[config.mk]
export PLATFORM = sky130hd
export DESIGN_NAME = xorshift64star_prng_with_bounded_draw
export DESIGN_NICKNAME = d
export VERILOG_FILES = /design/src/rtl/core/xsr_pkg.sv /design/src/rtl/core/xorshift64star_prng_with_bounded_draw.sv /design/src/rtl/core/xsr_urom.sv /design/src/rtl/core/xsr_mul.sv /design/src/rtl/core/xsr_div.sv
export SDC_FILE = /design/constraint.sdc
export NUM_CORES = 2
export LEC_CHECK = 0
export BUFFER_PORTS_ARGS = -buffer_cell sky130_fd_sc_hd__buf_4
export CORE_MARGIN = 3
export CORE_UTILIZATION = 30
export DETAILED_ROUTE_END_ITERATION = 10
export PLACE_DENSITY = 0.5
export SLEW_MARGIN = 20
export SYNTH_ARGS = -nofsm -noshare
export SYNTH_HDL_FRONTEND = slang
export SYNTH_SLANG_ARGS = --single-unit
[constraint.sdc]
create_clock -name i_clk -period 8.5 [get_ports i_clk]
set_input_delay 0.425 -clock i_clk [delete_from_list [all_inputs] [get_ports i_clk]]
set_output_delay 0.425 -clock i_clk [all_outputs]
set_load 0.005 [all_outputs]
[src/rtl/core/xsr_pkg.sv]
`default_nettype none

package xsr_pkg;

    // Generator and mixing constants.
    localparam logic [63:0] GOLDEN_GAMMA = 64'h9E37_79B9_7F4A_7C15;
    localparam logic [63:0] XS_MULT      = 64'h2545_F491_4F6C_DD1D;
    localparam logic [63:0] MIX_MULT_A   = 64'hBF58_476D_1CE4_E5B9;
    localparam logic [63:0] MIX_MULT_B   = 64'h94D0_49BB_1331_11EB;
    localparam logic [31:0] FULL32       = 32'hFFFF_FFFF;

    // Operation codes carried on the action field.
    localparam logic [1:0] ACT_SEED    = 2'd0;
    localparam logic [1:0] ACT_RAW     = 2'd1;
    localparam logic [1:0] ACT_FRAC    = 2'd2;
    localparam logic [1:0] ACT_BOUNDED = 2'd3;

    // Width of the microprogram step counter.
    localparam int PC_W = 5;

    // Entry points and loop targets in the microprogram.
    localparam logic [PC_W-1:0] UA_SEED    = 5'd0;
    localparam logic [PC_W-1:0] UA_RAW     = 5'd7;
    localparam logic [PC_W-1:0] UA_FRAC    = 5'd12;
    localparam logic [PC_W-1:0] UA_BOUNDED = 5'd17;
    localparam logic [PC_W-1:0] UA_RETRY   = 5'd18;
    localparam logic [PC_W-1:0] UA_ZERO    = 5'd25;

    // Datapath operations, one per microinstruction.
    typedef enum logic [4:0] {
        OP_NOP,
        OP_SEED_ADD,
        OP_MIX30,
        OP_MIX27,
        OP_MIX31,
        OP_MUL_A,
        OP_MUL_B,
        OP_LOAD_STATE,
        OP_XS12,
        OP_XS25,
        OP_XS27,
        OP_MUL_X,
        OP_LIMIT,
        OP_MODV,
        OP_EMIT_RAW,
        OP_EMIT_FRAC,
        OP_EMIT_ZERO
    } t_op;

    // Sequencing: fall through, finish the program, or jump when the draw is too large.
    typedef enum logic [1:0] {
        SQ_NEXT,
        SQ_END,
        SQ_JGE
    } t_seq;

    typedef struct packed {
        t_op             op;
        t_seq            seq;
        logic [PC_W-1:0] target;
    } t_uword;

    // Start and finish strobes of a multi-cycle arithmetic unit.
    typedef struct packed {
        logic start;
    } t_unit_req;

    typedef struct packed {
        logic done;
    } t_unit_rsp;

    // Program entry for an accepted item.
    function automatic logic [PC_W-1:0] xsr_entry(input logic [1:0] action,
                                                  input logic       bound_zero);
        logic [PC_W-1:0] addr;
        unique case (action)
            ACT_SEED: addr = UA_SEED;
            ACT_RAW:  addr = UA_RAW;
            ACT_FRAC: addr = UA_FRAC;
            default:  addr = bound_zero ? UA_ZERO : UA_BOUNDED;
        endcase
        return addr;
    endfunction

endpackage

`default_nettype wire

[src/rtl/core/xorshift64star_prng_with_bounded_draw.sv]
`default_nettype none

// xorshift64* generator with splitmix64 seeding, driven by a small microprogram.
// Each accepted item runs one program from a control store. A seed item gives no result;
// it mixes the seed with two 64-bit multiplies, each built from three 32x32 partial
// products. A raw or fraction draw runs three shift steps, the multiply and the step that
// loads the output register. A bounded draw computes the limit, repeats the draw while it
// is not below the limit, then takes the final remainder; the limit and the remainder each
// come from a one-bit-per-cycle divider of 32 steps. A bound of zero returns 0 from a
// single step. A result step waits while the output register still holds an
// untransferred result. A new item is taken in the cycle after the previous program ends,
// even while its result still waits in the output register.
module xorshift64star_prng_with_bounded_draw (
    input  wire logic        i_clk,
    input  wire logic        i_rst_n,
    input  wire logic        i_in_valid,
    output logic             o_in_ready,
    input  wire logic [1:0]  i_action,
    input  wire logic [63:0] i_seed_value,
    input  wire logic [31:0] i_bound,
    output logic             o_out_valid,
    input  wire logic        i_out_ready,
    output logic      [63:0] o_draw_value
);
    import xsr_pkg::*;

    logic            r_run;
    logic            r_wait;
    logic [PC_W-1:0] r_pc;
    logic [PC_W-1:0] n_pc;
    logic [63:0]     r_seed;
    logic [31:0]     r_n;
    logic [63:0]     r_acc;
    logic [63:0]     n_acc;
    logic [63:0]     r_state;
    logic [63:0]     n_state;
    logic [31:0]     r_limit;
    logic [31:0]     n_limit;
    logic [63:0]     r_out;
    logic [63:0]     n_out;
    logic            r_out_valid;
    t_uword          w_uw;
    logic            w_in_xfer;
    logic            w_is_mul;
    logic            w_is_div;
    logic            w_is_emit;
    logic            w_stall;
    logic            w_step;
    logic            w_emit;
    logic [63:0]     w_mul_a;
    logic [63:0]     w_mul_b;
    logic [63:0]     w_product;
    logic [31:0]     w_div_dvd;
    logic [31:0]     w_rem;
    t_unit_req       w_mul_req;
    t_unit_rsp       w_mul_rsp;
    t_unit_req       w_div_req;
    t_unit_rsp       w_div_rsp;

    xsr_urom u_urom (
        .i_pc   (r_pc),
        .o_word (w_uw)
    );

    // Classify the current microinstruction.
    assign w_is_mul  = (w_uw.op == OP_MUL_A) || (w_uw.op == OP_MUL_B)
                    || (w_uw.op == OP_MUL_X);
    assign w_is_div  = (w_uw.op == OP_LIMIT) || (w_uw.op == OP_MODV);
    assign w_is_emit = (w_uw.op == OP_EMIT_RAW) || (w_uw.op == OP_EMIT_FRAC)
                    || (w_uw.op == OP_EMIT_ZERO);

    // A step waits for its arithmetic unit, or for room in the output register.
    always_comb begin
        w_stall = 1'b0;
        if (w_is_mul) begin
            w_stall = !w_mul_rsp.done;
        end else if (w_is_div) begin
            w_stall = !w_div_rsp.done;
        end else if (w_is_emit) begin
            w_stall = r_out_valid && !i_out_ready;
        end
    end

    assign w_step    = r_run && !w_stall;
    assign w_emit    = w_step && w_is_emit;
    assign w_in_xfer = i_in_valid && o_in_ready;

    // Unit requests are issued once, on the first cycle of a waiting step.
    assign w_mul_req.start = r_run && w_is_mul && !r_wait;
    assign w_div_req.start = r_run && w_is_div && !r_wait;

    // Operand selection for the shared units.
    always_comb begin
        w_mul_a = r_acc;
        w_mul_b = XS_MULT;
        unique case (w_uw.op)
            OP_MUL_A: w_mul_b = MIX_MULT_A;
            OP_MUL_B: w_mul_b = MIX_MULT_B;
            OP_MUL_X: w_mul_a = r_state;
            default: ;
        endcase
    end

    assign w_div_dvd = (w_uw.op == OP_LIMIT) ? FULL32 : r_acc[63:32];

    xsr_mul u_mul (
        .i_clk     (i_clk),
        .i_rst_n   (i_rst_n),
        .i_req     (w_mul_req),
        .i_a       (w_mul_a),
        .i_b       (w_mul_b),
        .o_rsp     (w_mul_rsp),
        .o_product (w_product)
    );

    xsr_div u_div (
        .i_clk      (i_clk),
        .i_rst_n    (i_rst_n),
        .i_req      (w_div_req),
        .i_dividend (w_div_dvd),
        .i_divisor  (r_n),
        .o_rsp      (w_div_rsp),
        .o_rem      (w_rem)
    );

    // Datapath effect of the current step.
    always_comb begin
        n_acc   = r_acc;
        n_state = r_state;
        n_limit = r_limit;
        n_out   = r_out;
        unique case (w_uw.op)
            OP_SEED_ADD:   n_acc   = r_seed + GOLDEN_GAMMA;
            OP_MIX30:      n_acc   = r_acc ^ (r_acc >> 30);
            OP_MIX27:      n_acc   = r_acc ^ (r_acc >> 27);
            OP_MIX31:      n_acc   = r_acc ^ (r_acc >> 31);
            OP_MUL_A,
            OP_MUL_B,
            OP_MUL_X:      n_acc   = w_product;
            OP_LOAD_STATE: n_state = (r_acc == 64'd0) ? GOLDEN_GAMMA : r_acc;
            OP_XS12:       n_state = r_state ^ (r_state >> 12);
            OP_XS25:       n_state = r_state ^ (r_state << 25);
            OP_XS27:       n_state = r_state ^ (r_state >> 27);
            OP_LIMIT:      n_limit = FULL32 - w_rem;
            OP_MODV:       n_acc   = {32'd0, w_rem};
            OP_EMIT_RAW:   n_out   = r_acc;
            OP_EMIT_FRAC:  n_out   = {40'd0, r_acc[63:40]};
            OP_EMIT_ZERO:  n_out   = 64'd0;
            default: ;
        endcase
    end

    // Step counter: fall through, jump back on a rejected draw, or finish.
    always_comb begin
        n_pc = r_pc + 5'd1;
        if (w_uw.seq == SQ_JGE && r_acc[63:32] >= r_limit) begin
            n_pc = w_uw.target;
        end
    end

    // Sequencer control.
    always_ff @(posedge i_clk) begin
        if (!i_rst_n) begin
            r_run  <= 1'b0;
            r_wait <= 1'b0;
            r_pc   <= '0;
        end else begin
            if (w_mul_req.start || w_div_req.start) begin
                r_wait <= 1'b1;
            end else if (w_step) begin
                r_wait <= 1'b0;
            end
            if (w_in_xfer) begin
                r_run <= 1'b1;
                r_pc  <= xsr_entry(i_action, i_bound == 32'd0);
            end else if (w_step) begin
                if (w_uw.seq == SQ_END) begin
                    r_run <= 1'b0;
                end else begin
                    r_pc <= n_pc;
                end
            end
        end
    end

    // Generator state: reset to the golden gamma.
    always_ff @(posedge i_clk) begin
        if (!i_rst_n) begin
            r_state <= GOLDEN_GAMMA;
        end else if (w_step) begin
            r_state <= n_state;
        end
    end

    // Working registers of the datapath.
    always_ff @(posedge i_clk) begin
        if (w_in_xfer) begin
            r_seed <= i_seed_value;
            r_n    <= i_bound;
        end
        if (w_step) begin
            r_acc   <= n_acc;
            r_limit <= n_limit;
        end
        if (w_emit) begin
            r_out <= n_out;
        end
    end

    // Output register: holds a result until its transfer.
    always_ff @(posedge i_clk) begin
        if (!i_rst_n) begin
            r_out_valid <= 1'b0;
        end else if (w_emit) begin
            r_out_valid <= 1'b1;
        end else if (i_out_ready) begin
            r_out_valid <= 1'b0;
        end
    end

    assign o_in_ready   = !r_run;
    assign o_out_valid  = r_out_valid;
    assign o_draw_value = r_out;

    // A unit only finishes work that the sequencer is waiting for.
    a_mul_done_waited: assert property (@(posedge i_clk) disable iff (!i_rst_n)
        w_mul_rsp.done |-> (r_wait && w_is_mul))
        else $error("multiplier finished with no step waiting");

    a_div_done_waited: assert property (@(posedge i_clk) disable iff (!i_rst_n)
        w_div_rsp.done |-> (r_wait && w_is_div))
        else $error("divider finished with no step waiting");

    // No unit is pending once the sequencer is idle.
    a_idle_no_wait: assert property (@(posedge i_clk) disable iff (!i_rst_n)
        !r_run |-> !r_wait)
        else $error("unit request pending while idle");

    // The generator never falls into the all-zero state.
    a_state_nonzero: assert property (@(posedge i_clk) disable iff (!i_rst_n)
        r_state != 64'd0)
        else $error("generator state became zero");

    // A result never overwrites one that has not been transferred.
    a_no_overwrite: assert property (@(posedge i_clk) disable iff (!i_rst_n)
        (w_emit && r_out_valid) |-> i_out_ready)
        else $error("result overwritten before transfer");

endmodule

`default_nettype wire

[src/rtl/core/xsr_urom.sv]
`default_nettype none

module xsr_urom (
    input  wire logic [xsr_pkg::PC_W-1:0] i_pc,
    output xsr_pkg::t_uword               o_word
);
    import xsr_pkg::*;

    // Control store: one word per step of each operation.
    always_comb begin
        o_word = '{op: OP_NOP, seq: SQ_END, target: '0};
        unique case (i_pc)
            // Seed: splitmix64 mix of the seed, then load the state.
            5'd0:  o_word = '{op: OP_SEED_ADD,   seq: SQ_NEXT, target: '0};
            5'd1:  o_word = '{op: OP_MIX30,      seq: SQ_NEXT, target: '0};
            5'd2:  o_word = '{op: OP_MUL_A,      seq: SQ_NEXT, target: '0};
            5'd3:  o_word = '{op: OP_MIX27,      seq: SQ_NEXT, target: '0};
            5'd4:  o_word = '{op: OP_MUL_B,      seq: SQ_NEXT, target: '0};
            5'd5:  o_word = '{op: OP_MIX31,      seq: SQ_NEXT, target: '0};
            5'd6:  o_word = '{op: OP_LOAD_STATE, seq: SQ_END,  target: '0};
            // Raw draw.
            5'd7:  o_word = '{op: OP_XS12,       seq: SQ_NEXT, target: '0};
            5'd8:  o_word = '{op: OP_XS25,       seq: SQ_NEXT, target: '0};
            5'd9:  o_word = '{op: OP_XS27,       seq: SQ_NEXT, target: '0};
            5'd10: o_word = '{op: OP_MUL_X,      seq: SQ_NEXT, target: '0};
            5'd11: o_word = '{op: OP_EMIT_RAW,   seq: SQ_END,  target: '0};
            // Fraction draw.
            5'd12: o_word = '{op: OP_XS12,       seq: SQ_NEXT, target: '0};
            5'd13: o_word = '{op: OP_XS25,       seq: SQ_NEXT, target: '0};
            5'd14: o_word = '{op: OP_XS27,       seq: SQ_NEXT, target: '0};
            5'd15: o_word = '{op: OP_MUL_X,      seq: SQ_NEXT, target: '0};
            5'd16: o_word = '{op: OP_EMIT_FRAC,  seq: SQ_END,  target: '0};
            // Bounded draw with rejection loop.
            5'd17: o_word = '{op: OP_LIMIT,      seq: SQ_NEXT, target: '0};
            5'd18: o_word = '{op: OP_XS12,       seq: SQ_NEXT, target: '0};
            5'd19: o_word = '{op: OP_XS25,       seq: SQ_NEXT, target: '0};
            5'd20: o_word = '{op: OP_XS27,       seq: SQ_NEXT, target: '0};
            5'd21: o_word = '{op: OP_MUL_X,      seq: SQ_NEXT, target: '0};
            5'd22: o_word = '{op: OP_NOP,        seq: SQ_JGE,  target: UA_RETRY};
            5'd23: o_word = '{op: OP_MODV,       seq: SQ_NEXT, target: '0};
            5'd24: o_word = '{op: OP_EMIT_RAW,   seq: SQ_END,  target: '0};
            // Bound of zero.
            5'd25: o_word = '{op: OP_EMIT_ZERO,  seq: SQ_END,  target: '0};
            default: o_word = '{op: OP_NOP, seq: SQ_END, target: '0};
        endcase
    end

endmodule

`default_nettype wire

[src/rtl/core/xsr_mul.sv]
`default_nettype none

module xsr_mul (
    input  wire logic              i_clk,
    input  wire logic              i_rst_n,
    input  wire xsr_pkg::t_unit_req i_req,
    input  wire logic [63:0]       i_a,
    input  wire logic [63:0]       i_b,
    output xsr_pkg::t_unit_rsp     o_rsp,
    output logic      [63:0]       o_product
);
    import xsr_pkg::*;

    logic [63:0] r_a;
    logic [63:0] r_b;
    logic [63:0] r_prod;
    logic [63:0] r_res;
    logic [1:0]  r_phase;
    logic        r_busy;
    logic        r_done;
    logic [31:0] w_opa;
    logic [31:0] w_opb;

    // One 32x32 partial product per cycle: low*low, low*high, high*low.
    assign w_opa = (r_phase == 2'd2) ? r_a[63:32] : r_a[31:0];
    assign w_opb = (r_phase == 2'd1) ? r_b[63:32] : r_b[31:0];

    // Control: step through the phases after start, then raise the done strobe.
    always_ff @(posedge i_clk) begin
        if (!i_rst_n) begin
            r_busy  <= 1'b0;
            r_done  <= 1'b0;
            r_phase <= 2'd0;
        end else begin
            r_done <= 1'b0;
            if (i_req.start) begin
                r_busy  <= 1'b1;
                r_phase <= 2'd0;
            end else if (r_busy) begin
                r_phase <= r_phase + 2'd1;
                if (r_phase == 2'd3) begin
                    r_busy <= 1'b0;
                    r_done <= 1'b1;
                end
            end
        end
    end

    // Operand capture, registered product and accumulation of the upper word.
    always_ff @(posedge i_clk) begin
        if (i_req.start) begin
            r_a <= i_a;
            r_b <= i_b;
        end
        r_prod <= {32'd0, w_opa} * {32'd0, w_opb};
        if (r_busy) begin
            unique case (r_phase)
                2'd0: ;
                2'd1: r_res <= r_prod;
                default: r_res[63:32] <= r_res[63:32] + r_prod[31:0];
            endcase
        end
    end

    assign o_rsp.done = r_done;
    assign o_product  = r_res;

endmodule

`default_nettype wire

[src/rtl/core/xsr_div.sv]
`default_nettype none

module xsr_div (
    input  wire logic          i_clk,
    input  wire logic          i_rst_n,
    input  wire xsr_pkg::t_unit_req i_req,
    input  wire logic [31:0]   i_dividend,
    input  wire logic [31:0]   i_divisor,
    output xsr_pkg::t_unit_rsp o_rsp,
    output logic      [31:0]   o_rem
);
    import xsr_pkg::*;

    logic [31:0] r_dvd;
    logic [31:0] r_d;
    logic [31:0] r_rem;
    logic [4:0]  r_cnt;
    logic        r_busy;
    logic        r_done;
    logic [32:0] w_trial;
    logic [32:0] w_diff;
    logic [31:0] n_rem;

    // Restoring step: bring in one dividend bit, subtract the divisor if it fits.
    assign w_trial = {r_rem, r_dvd[31]};
    assign w_diff  = w_trial - {1'b0, r_d};
    assign n_rem   = w_diff[32] ? w_trial[31:0] : w_diff[31:0];

    // Control: 32 iterations, then a done strobe.
    always_ff @(posedge i_clk) begin
        if (!i_rst_n) begin
            r_busy <= 1'b0;
            r_done <= 1'b0;
            r_cnt  <= '0;
        end else begin
            r_done <= 1'b0;
            if (i_req.start) begin
                r_busy <= 1'b1;
                r_cnt  <= '0;
            end else if (r_busy) begin
                r_cnt <= r_cnt + 5'd1;
                if (r_cnt == 5'd31) begin
                    r_busy <= 1'b0;
                    r_done <= 1'b1;
                end
            end
        end
    end

    // Datapath registers.
    always_ff @(posedge i_clk) begin
        if (i_req.start) begin
            r_dvd <= i_dividend;
            r_d   <= i_divisor;
            r_rem <= '0;
        end else if (r_busy) begin
            r_dvd <= {r_dvd[30:0], 1'b0};
            r_rem <= n_rem;
        end
    end

    assign o_rsp.done = r_done;
    assign o_rem      = r_rem;

endmodule

`default_nettype wire
==> flow_metrics.tcl <==
set metrics [dict create \
    cpMostUsedCell "fa_1" \
    rsz0062_at_grt "yes" \
    ant_nets 0 \
    first_iter_violations 5800 \
    rows 167 \
    rr_endpoint "u_mul.r_prod[55]" \
    fin_nets 8532 \
    syn_to_final_growth_pct 24.0 \
    root_buffer "clkbuf_16" \
    multi_input_area_um2 41600 \
    wl_um 260000 \
    grt_use_total_pct 23.8 \
    dp_hpwl_um 207000 \
    vias_per_cell 5.21 \
    worstRegToRegCells 34 \
    dr.pass1.iters 11 \
    clk_path_buf_depth 3 \
    period_share_pct 99.6 \
    clock_skew_ns 0.0438 \
    cp.arrival_ns 9.02 \
    cts_buffers 73 \
    clock-sinks 640 \
    worst_setup_path_end_kind "flop" \
    instances_no_fill 10011 \
    drc_errors 4 \
    min_path_type "in -> reg" \
    ios 168 \
    failed_checks "DRC" \
    synth_edf_count 454 \
    critPathCapture "u_mul.r_prod[55]" \
    ctsHtreeMaxLevel 3 \
    antenna_found_initial 14 \
    hold_violations 0 \
    maxSlewViolCount 0 \
    cp.required_ns 9.06 \
    core_um2 208000 \
    grt_pass1_wl_um 375000 \
    start_kind "flop" \
    grt_pass1_vias 52611 \
    die_w_um 465 \
    gp_congestion 0.997 \
    dieArea_um2 216000 \
    layout_commonest_cell "inv_1" \
    dp_cells 9717 \
    regArea_um2 17400 \
    path_clk_slew_ns 0.07 \
    synthesis.area_um2 63200 \
    r2r_start "u_mul.r_phase[0]" \
    grt_overflow 0 \
    yosys.cell_types.count 98 \
    drv_cap 0 \
    syn_inst 6380 \
    critical_path.max_fanout 6 \
    synth_ff_type "edfxtp_1" \
    setup_viol 0 \
    die_y_um 465 \
    layout.cells.most_common_list "1030 x inv_1, 877 x buf_4, 808 x fa_1" \
    tightest_slew_ns 1.13 \
    fin_crit_ns 8.47 \
    status "complete, but fails checks" \
    synth_nets 7753 \
    slew-limit-headroom_pct 24.4 \
    yosysWarnings 0 \
    slowest_stage "fa_2" \
    ys_seq_area_share_pct 27.5 \
    cp-startpoint "u_mul.r_phase[0]" \
    clk_latency_ns 0.70 \
    drive_gt1_share_pct 21.6 \
    cts_tree "built" \
    rrSetupSlack_ns 0.03 \
    portBuffers 167 \
    synth-seq-cells 640 \
    initial_utilization_pct 30.3 \
    fmax_ghz 0.118 \
    syn_area_per_cell_um2 9.90 \
    wl_per_cell_um 26.0 \
    synthArstFlopShare_pct 0 \
    num_vias 52125 \
    max_stage_delay_ns 0.62 \
    n_fill_cell 20852 \
    grt_max_degree 73 \
    critPathKind "reg -> reg" \
]
==> sequential cells by signal (all words and copies together) (netlist names), 6 cells and up <==
name / count
u_mul.r_prod: 64
r_acc: 64
u_div.r_d: 32
o_draw_value: 64
u_div.o_rem: 32
r_n: 32
u_mul.o_product: 64
r_seed: 64
u_urom.o_word: 7
u_div.r_dvd: 32
r_limit: 32
u_mul.r_a: 64
u_mul.r_b: 6
r_state: 64
==> metal layers <==
layer	vias to the layer above	track usage, %	wire (um)
li1	22630	-	-
met1	26664	33.3	112000
met2	2318	35.7	112000
met3	513	4.21	21200
met4	0	10.6	14300
met5	-	0	0
==> kinds of logic after synthesis <==
family,after synthesis,synth area share [%]
AOI/OAI and AO/OA,1068,12.0
xor gates and xnor gates,212,2.94
adders and majority gates,1271,35.4
buffers and inverters,1469,8.82
DFF,640,27.5
muxes,121,2.11
and+or+nand+nor,1599,11.3
==> cell usage after synthesis, types with 60 or more instances <==
master,n,area share [%]
inv_1,1078,6.4
fa_1,862,27
nor2_1,617,3.7
nand2_1,526,3.1
edfxtp_1,454,22
ha_1,409,8.1
clkbuf_1,300,1.8
a21oi_1,246,1.9
dfxtp_1,186,5.9
o21ai_0,183,1.4
xnor2_1,108,1.5
xor2_1,104,1.4
and2_1,100,0.99
mux2_2,96,1.7
a21o_1,83,0.99
o221ai_1,73,1.0
nand3_1,72,0.57
a221oi_1,64,0.89
buf_1,60,0.36
==> layout make-up <==
type | instances | share of cell area (%)
multi-input cells | 4271 | 53.1
flip-flops and latches | 640 | 22.2
repair buffers | 1082 | 11.8
inverters | 1091 | 5.28
well taps | 2788 | 4.45
clock buffers | 95 | 2.54
clock inverters | 40 | 0.661
diodes | 4 | 0.0128
==> worst min-delay path by stage <==
stage,start,endpoint,slack [ns],cells past startpoint
6_report,i_out_ready,o_out_valid,0.04,4
5_1_grt,i_out_ready,o_out_valid,0.03,4
4_1_cts,i_out_ready,o_out_valid,0.005,4
3_5_place_dp,r_n[13],u_div.r_d[13],0.40,0
3_3_place_gp,r_n[11],u_div.r_d[11],0.41,0
2_1_floorplan,r_n[0],u_div.r_d[0],0.40,0
==> metrics by stage <==
stage / hold slack [ns] / worst slack [ns] / cell area (um2) / util [%] / TNS [ns]
global placement: 0.406 / -0.738 / 72900 / 35.0 / -8.04
detailed placement: 0.405 / -0.806 / 72900 / 35.0 / -7.84
CTS: 0.00540 / 0.00367 / 77400 / 37.1 / 0
global route: 0.0296 / -0.163 / 78400 / 37.6 / -1.71
floorplan: 0.400 / 0.0102 / 63200 / - / 0
finish: 0.0413 / 0.0341 / 78400 / 37.6 / 0
==> worst max-delay path, delay by kind of cell, from the launching register on <==
kind                     cells  cell delay (ns)
buffers and inverters       12             1.36
adder cells (fa/ha/maj)     10             4.52
XOR/XNOR                     1             0.15
multiplexers                 1             0.35
AO/OA/AOI/OAI                6             0.86
flip-flops                   1             0.35
AND/OR/NAND/NOR              4             0.70
==> timing repair <==
action	in CTS	in global routing
endpoints found under the setup margin	29	25
pin swaps	79	90
endpoints found under the hold margin	97	0
cloned	1	1
gates resized for setup	217	191
hold buffers	97	0
setup buffers	38	20
Power is not shown: default switching activity piles up to over one toggle a cycle in this logic, so the estimate is an artifact.
